--- src/rtl/core/assert_macros.svh ---
`ifndef ASSERT_MACROS_SVH
`define ASSERT_MACROS_SVH

// plain check on every clock edge outside reset
`define ASH_ASSERT(lbl, cond) \
  lbl: assert property (@(posedge clk) disable iff (!rst_n) (cond)) \
    else $error("assertion failed");

// same-cycle implication
`define ASH_IMPLIES(lbl, ante, cons) \
  lbl: assert property (@(posedge clk) disable iff (!rst_n) (ante) |-> (cons)) \
    else $error("assertion failed");

// next-cycle implication
`define ASH_NEXT(lbl, ante, cons) \
  lbl: assert property (@(posedge clk) disable iff (!rst_n) (ante) |=> (cons)) \
    else $error("assertion failed");

`endif

--- src/rtl/core/ash_div.sv ---
module ash_div #(
  parameter int NUM_W = 81,
  parameter int DEN_W = 32
) (
  input  logic             clk,
  input  logic             rst_n,
  input  logic             start,
  input  logic [NUM_W-1:0] num,
  input  logic [DEN_W-1:0] den,
  output logic             done,
  output logic [NUM_W-1:0] quot,
  output logic             rem_nz
);

  localparam int CW = $clog2(NUM_W + 1);

  logic [CW-1:0]    cnt_r;
  logic             run_r;
  logic             done_r;
  logic [NUM_W-1:0] num_r;
  logic [NUM_W-1:0] quot_r;
  logic [DEN_W-1:0] rem_r;
  logic [DEN_W:0]   trial;
  logic             fits;

  // one quotient bit per cycle, restoring
  assign trial = {rem_r, num_r[NUM_W-1]};
  assign fits  = trial >= {1'b0, den};

  always_ff @(posedge clk) begin
    if (!rst_n) begin
      run_r  <= 1'b0;
      done_r <= 1'b0;
      cnt_r  <= '0;
    end else begin
      done_r <= 1'b0;
      if (start) begin
        run_r  <= 1'b1;
        cnt_r  <= '0;
        num_r  <= num;
        rem_r  <= '0;
        quot_r <= '0;
      end else if (run_r) begin
        num_r  <= num_r << 1;
        quot_r <= {quot_r[NUM_W-2:0], fits};
        rem_r  <= fits ? DEN_W'(trial - {1'b0, den}) : trial[DEN_W-1:0];
        if (cnt_r == CW'(NUM_W - 1)) begin
          run_r  <= 1'b0;
          done_r <= 1'b1;
        end else begin
          cnt_r <= cnt_r + CW'(1);
        end
      end
    end
  end

  assign done   = done_r;
  assign quot   = quot_r;
  assign rem_nz = rem_r != '0;

endmodule

--- config.mk ---
export PLATFORM = sky130hd
export DESIGN_NAME = ash_div
export DESIGN_NICKNAME = d
export VERILOG_FILES = /design/src/rtl/core/assert_macros.svh /design/src/rtl/core/ash_div.sv
export SDC_FILE = /design/constraint.sdc
export NUM_CORES = 1
export LEC_CHECK = 0
export ABC_AREA = 1
export BUFFER_PORTS_ARGS = -buffer_cell sky130_fd_sc_hd__buf_2
export CAP_MARGIN = 20
export CORE_MARGIN = 8
export CORE_UTILIZATION = 40
export DETAILED_ROUTE_END_ITERATION = 6
export SETUP_SLACK_MARGIN = 0.02
export SYNTH_ARGS = -nofsm -noshare
export SYNTH_HDL_FRONTEND = slang
export SYNTH_SLANG_ARGS = --single-unit
--- constraint.sdc ---
create_clock -name clk -period 11.09 [get_ports clk]
set_clock_uncertainty 0.05 [all_clocks]
set_input_delay 0.5545 -clock clk [delete_from_list [all_inputs] [get_ports clk]]
set_output_delay 0.5545 -clock clk [all_outputs]
set_load 0.01 [all_outputs]
=== Yosys cells after proc, flatten, opt, wreduce, memory -nomap -nowiden ===
Cells that the tools add are included.
Widths: inputs -> output; s select.

* Register bits after elaboration: 203
* Input port bits: 116
* Word-level logic and storage cells: 28
* Output and inout port bits: 83

* Equal/unequal tests: 1
* Reductions and logical operators: 6
* Bitwise logic cells: 3
* Muxes and demuxes: 9
* $add $sub $neg: 2
* Magnitude comparators: 1

{| class="wikitable"
|+ Operators by type and width
! cell !! number
|-
| $mux 81 || 3
|-
| $mux 32 || 2
|-
| $ge 33x32->1 || 1
|-
| $reduce_bool 32->1 || 1
|-
| $sub 32x32->32 || 1
|-
| $add 7x1->7 const B || 1
|-
| $eq 7x7->1 const B || 1
|-
| $mux 1 || 4
|-
| $reduce_and 2->1 || 2
|-
| $not 1->1 || 3
|-
| $reduce_or 3->1 || 1
|-
| $reduce_bool 2->1 || 1
|-
| $reduce_or 2->1 || 1
|}

=== Logic depth before layout (Yosys ltp) ===
* Depth after elaboration: 4
* Depth in mapped cells: 16
* Depth with buffers taken out: 16

=== Least setup slack after synthesis ===
Ideal clock, no wire load.

* Path type: input -> register
* Start: input start
* End: register num_r[0], enable pin
* Buffers on the path: 1
* Arrival time: 10.046 ns
* Stages: 3
* Setup time: 0.813 ns
* Slack: 0.181 ns
* Cells stage by stage: clkinv_1 -> clkbuf_1 -> a21oi_1

* Word-level cells in the longest chain between the ends: 2

{| class="wikitable"
|+ Ends and longest elaborated chain
! element !! line !! text
|-
| start, declared || ash_div.sv:7 || <nowiki>input logic start,</nowiki>
|-
| $reduce_bool 2->1 (no source line) || n/a ||
|-
| $reduce_and 2->1 (no source line) || n/a ||
|-
| end signal, assigned || ash_div.sv:40 || <nowiki>num_r <= num;</nowiki>
|-
| end signal, assigned || ash_div.sv:44 || <nowiki>num_r <= num_r << 1;</nowiki>
|-
| end, declared || ash_div.sv:20 || <nowiki>logic [NUM_W-1:0] num_r;</nowiki>
|}

Every way passes these cells.
A chain may end at the register's enable or synchronous reset.

=== Worst setup path in the final report ===
* Start: input start
* End: register num_r[34], enable pin

Same word-level chain as after synthesis.

==> results.md <==
* Top Ports at 199
* Post-CTS Setup Repair Bufs at 0
* Setup Viol. Count Final at 0
* Drt drc at 0
* Reg-to-reg slack, setup at 8.18 ns
* Synthesized flop and latch total at 203
* Sw Pwr at 587 uW
* Max-cap viol count at 0
* Global-route wire length before repair at 46900 um
* N_diodes at 0
* Worst Reg2Reg Path Length in Cells at 11
* Mapped Nets at 1584
* Post-DRT Antenna Nets at 0
* Area Overhead vs Synth at 18.1%
* Sw Ratio at 29.0%
* Setup Crit Path Kind: in -> reg
* Maximum vdd drop at 0.0880 mV
* Hold Path Depth at 3
* Max-slew violation count at 0
* Post-DR vias/cell at 4.55
* Setup Total Neg Slack at 0 ns
* Drt wl/cell at 14.4 um
* Hold Vio Cnt, Final at 0
* F_max at 304 MHz
* Synth Cell Area at 11400 sq um
* GRT overflow at 0
* Row count at 61
* Post_cts resized at 0
* Post-Syn Instances at 1433
* Routed WL at 29100 um
* CP Data Required Time at 11.17 ns
* Total CTS buffers at 24
* Tmin final at 3.29 ns
* GPL Wtd Cong at 0.892
* RSZ-0062 raised after global routing: no
* Worst slew pin tran at 0.973 ns
* Vias after detailed routing at 9198
* Clock Tree Root: clkbuf_16
* Synth cell types at 37
* Pleak at 6.90 nW
* Flop pwr share at 46.1%
* Syn avg cell area at 7.95 sq um
* R2r endpoint: rem_r[15]$_SDFFCE_PP0P_
* Pre-CTS setup slack at 6.94 ns
* Clock Power Share at 34.9%
* TritonCTS clock tree: yes
* Fin crit share at 29.7%
* Hold endpoint: num_r[43]$_DFFE_PP_
* Status: finished clean
* Clk slew on worst S/H paths at 0.06 ns
* Fillers at 2828
* Initial Utilization at 40.8%
* Pint at 1.44 mW
* 1st-pass router iterations at 5
* Combinational fraction of design power at 19.0%
* Hold Path Origin: num[43]
* Die Wd at 185 um
* Hold WC Path Type: in -> reg
* H-tree levels at 1
* Num Clock Sinks at 203
* # hold bufs at CTS at 0
* Iteration-0 DRC Markers at 637
* Worst setup margin at 7.80 ns
* Initial antenna violation count at 0
* Vias in the first global route at 9248
* Reg area at 6010 sq um
* WP data arrival at 3.37 ns
* Reg2reg start: rem_r[29]$_SDFFCE_PP0P_
* Core area at 27900 sq um
* Register area share after synthesis at 52.7%
* CTS max path bufs at 3
* Area of the multi-input gates at 4170 sq um
* Gr usage total at 17.0%
* Die area at 34100 sq um
* Skew-Pair Late Insertion Delay at 0.52 ns
* # port buffers at 198
* Rel. slew slack at 35.1%
* PD cells at 151 nW/um^2
* Die extent in y at 185 um
* CP startpoint kind: input port
* Final nets at 1777
* Critical path fanouts, max at 73
* DP HPWL at 21500 um
* Worst Setup End Kind: register
* Layout cells sized above 1 at 16.5%
* Ys Warns at 0
* Largest net degree at the start of global routing at 114
==> worst max-delay path, stage by stage <==
cell and delay [ns]:
buf_4 0.52, clkinv_2 0.10, buf_4 0.31, a21oi_4 0.19, buf_4 0.72, buf_4 0.84
==> cells in the mapped netlist <==
master | n | area share [%]
nor4_1 | 5 | 0.27
nor3_1 | 6 | 0.26
o21ai_0 | 5 | 0.22
a21o_1 | 1 | 0.066
xnor2_1 | 3 | 0.23
inv_1 | 272 | 9.0
nand3_2 | 2 | 0.18
nand3b_1 | 9 | 0.59
inv_6 | 1 | 0.077
clkinv_1 | 1 | 0.033
buf_6 | 5 | 0.49
nor3_2 | 1 | 0.088
nand2_1 | 540 | 18
nand2_4 | 1 | 0.099
dfxtp_1 | 9 | 1.6
clkbuf_1 | 24 | 0.79
nor2_4 | 2 | 0.20
nand3_1 | 46 | 2.0
a21boi_0 | 1 | 0.066
buf_2 | 1 | 0.044
edfxtp_1 | 194 | 51
nand4_1 | 10 | 0.55
nand2_2 | 9 | 0.49
buf_4 | 1 | 0.066
nor2_2 | 10 | 0.55
nor2_1 | 184 | 6.1
fa_1 | 1 | 0.18
buf_8 | 1 | 0.13
nand2_8 | 1 | 0.18
ha_1 | 34 | 3.7
a21oi_1 | 22 | 0.97
and3_1 | 1 | 0.055
inv_2 | 1 | 0.033
and2_1 | 8 | 0.44
xor2_1 | 12 | 0.92
buf_1 | 5 | 0.16
a21oi_2 | 4 | 0.31
==> power groups by stage <==
stage                     Combinational (mW)  Clock, mW  Sequential (mW)
final                                  0.385      0.706            0.934
after global routing                   0.442      0.761            0.940
after CTS                              0.387      0.734            0.934
after detailed placement               0.385          0            0.950
after global placement                 0.382          0            0.949
after floorplan                        0.262          0            0.965
==> stage by stage <==
stage	cells	area, sq um	hold slack (ns)	utilization, %	power [mW]
after global placement	1977	12700	0.421	45.5	1.33
after CTS	2021	13400	0.224	48.1	2.06
after global routing	2022	13500	0.230	48.2	2.14
final	2022	13500	0.252	48.2	2.03
after floorplan	1433	11400	0.387	-	1.23
after detailed placement	1977	12700	0.428	45.5	1.33
==> cell type report <==
cell class | instances | share of cell area [%]
Timing Repair Buffer | 204 | 7.87
Sequential cell | 203 | 44.6
Clock buffer | 28 | 4.58
Clock inverter | 16 | 0.688
Multi-Input combinational cell | 918 | 31.0
Inverter | 275 | 7.72
Tap cell | 378 | 3.51
==> state kept, by name (all words and copies together), names as in the netlist <==
signal / cells
done: 1
run_r: 1
quot: 81
rem_r: 32
num_r: 81
cnt_r: 7
==> layout by cell type (no fill, tap or decap), types with 3 or more instances in the layout <==
cell type / synthesis / layout
nor4_1: 5 / 5
nand3b_1: 9 / 9
nand2_1: 540 / 540
nand2_2: 9 / 9
nor2_1: 184 / 184
xor2_1: 12 / 12
nand4_1: 10 / 10
nor3_1: 6 / 6
clkbuf_1: 24 / 4
xnor2_1: 3 / 3
ha_1: 34 / 34
buf_4: 1 / 6
nor2_2: 10 / 10
and2_1: 8 / 8
a21oi_2: 4 / 4
clkinv_1: 1 / 7
dfxtp_1: 9 / 9
a21oi_1: 22 / 21
inv_1: 272 / 272
clkbuf_16: 0 / 24
buf_2: 1 / 197
o21ai_0: 5 / 5
edfxtp_1: 194 / 194
nand3_1: 46 / 46
clkinv_2: 0 / 6
==> logic make-up (layout without fill, tap and decap cells) <==
family	after synthesis	count (layout)	share of synthesized area [%]
flip-flops	203	203	52.7
AND/OR/NAND/NOR	835	835	29.8
AO/OA/AOI/OAI	33	33	1.62
XOR/XNOR	15	15	1.15
adder cells (fa/ha/maj)	35	35	3.91
buffers and inverters	312	523	10.8
==> worst max-delay path by stage <==
stage          start                      to  cells after the start
2_1_floorplan  start  num_r[0]$_SDFFCE_PN0P_                      3
3_3_place_gp   start     num_r[73]$_DFFE_PP_                      6
3_5_place_dp   start     num_r[77]$_DFFE_PP_                      6
4_1_cts        start     num_r[34]$_DFFE_PP_                      6
5_1_grt        start     num_r[34]$_DFFE_PP_                      6
6_report       start     num_r[34]$_DFFE_PP_                      6
==> per-layer routing <==
| layer | vias to the layer above | GRT usage (%) | routed length [um] |
|---|---|---|---|
| met5 | - | 0 | 0 |
| met4 | 0 | 4.83 | 684 |
| met3 | 42 | 3.12 | 1890 |
| met2 | 258 | 26.8 | 12700 |
| met1 | 4124 | 23.8 | 13800 |
| li1 | 4774 | - | - |
Power figures use the tool's default switching activity.
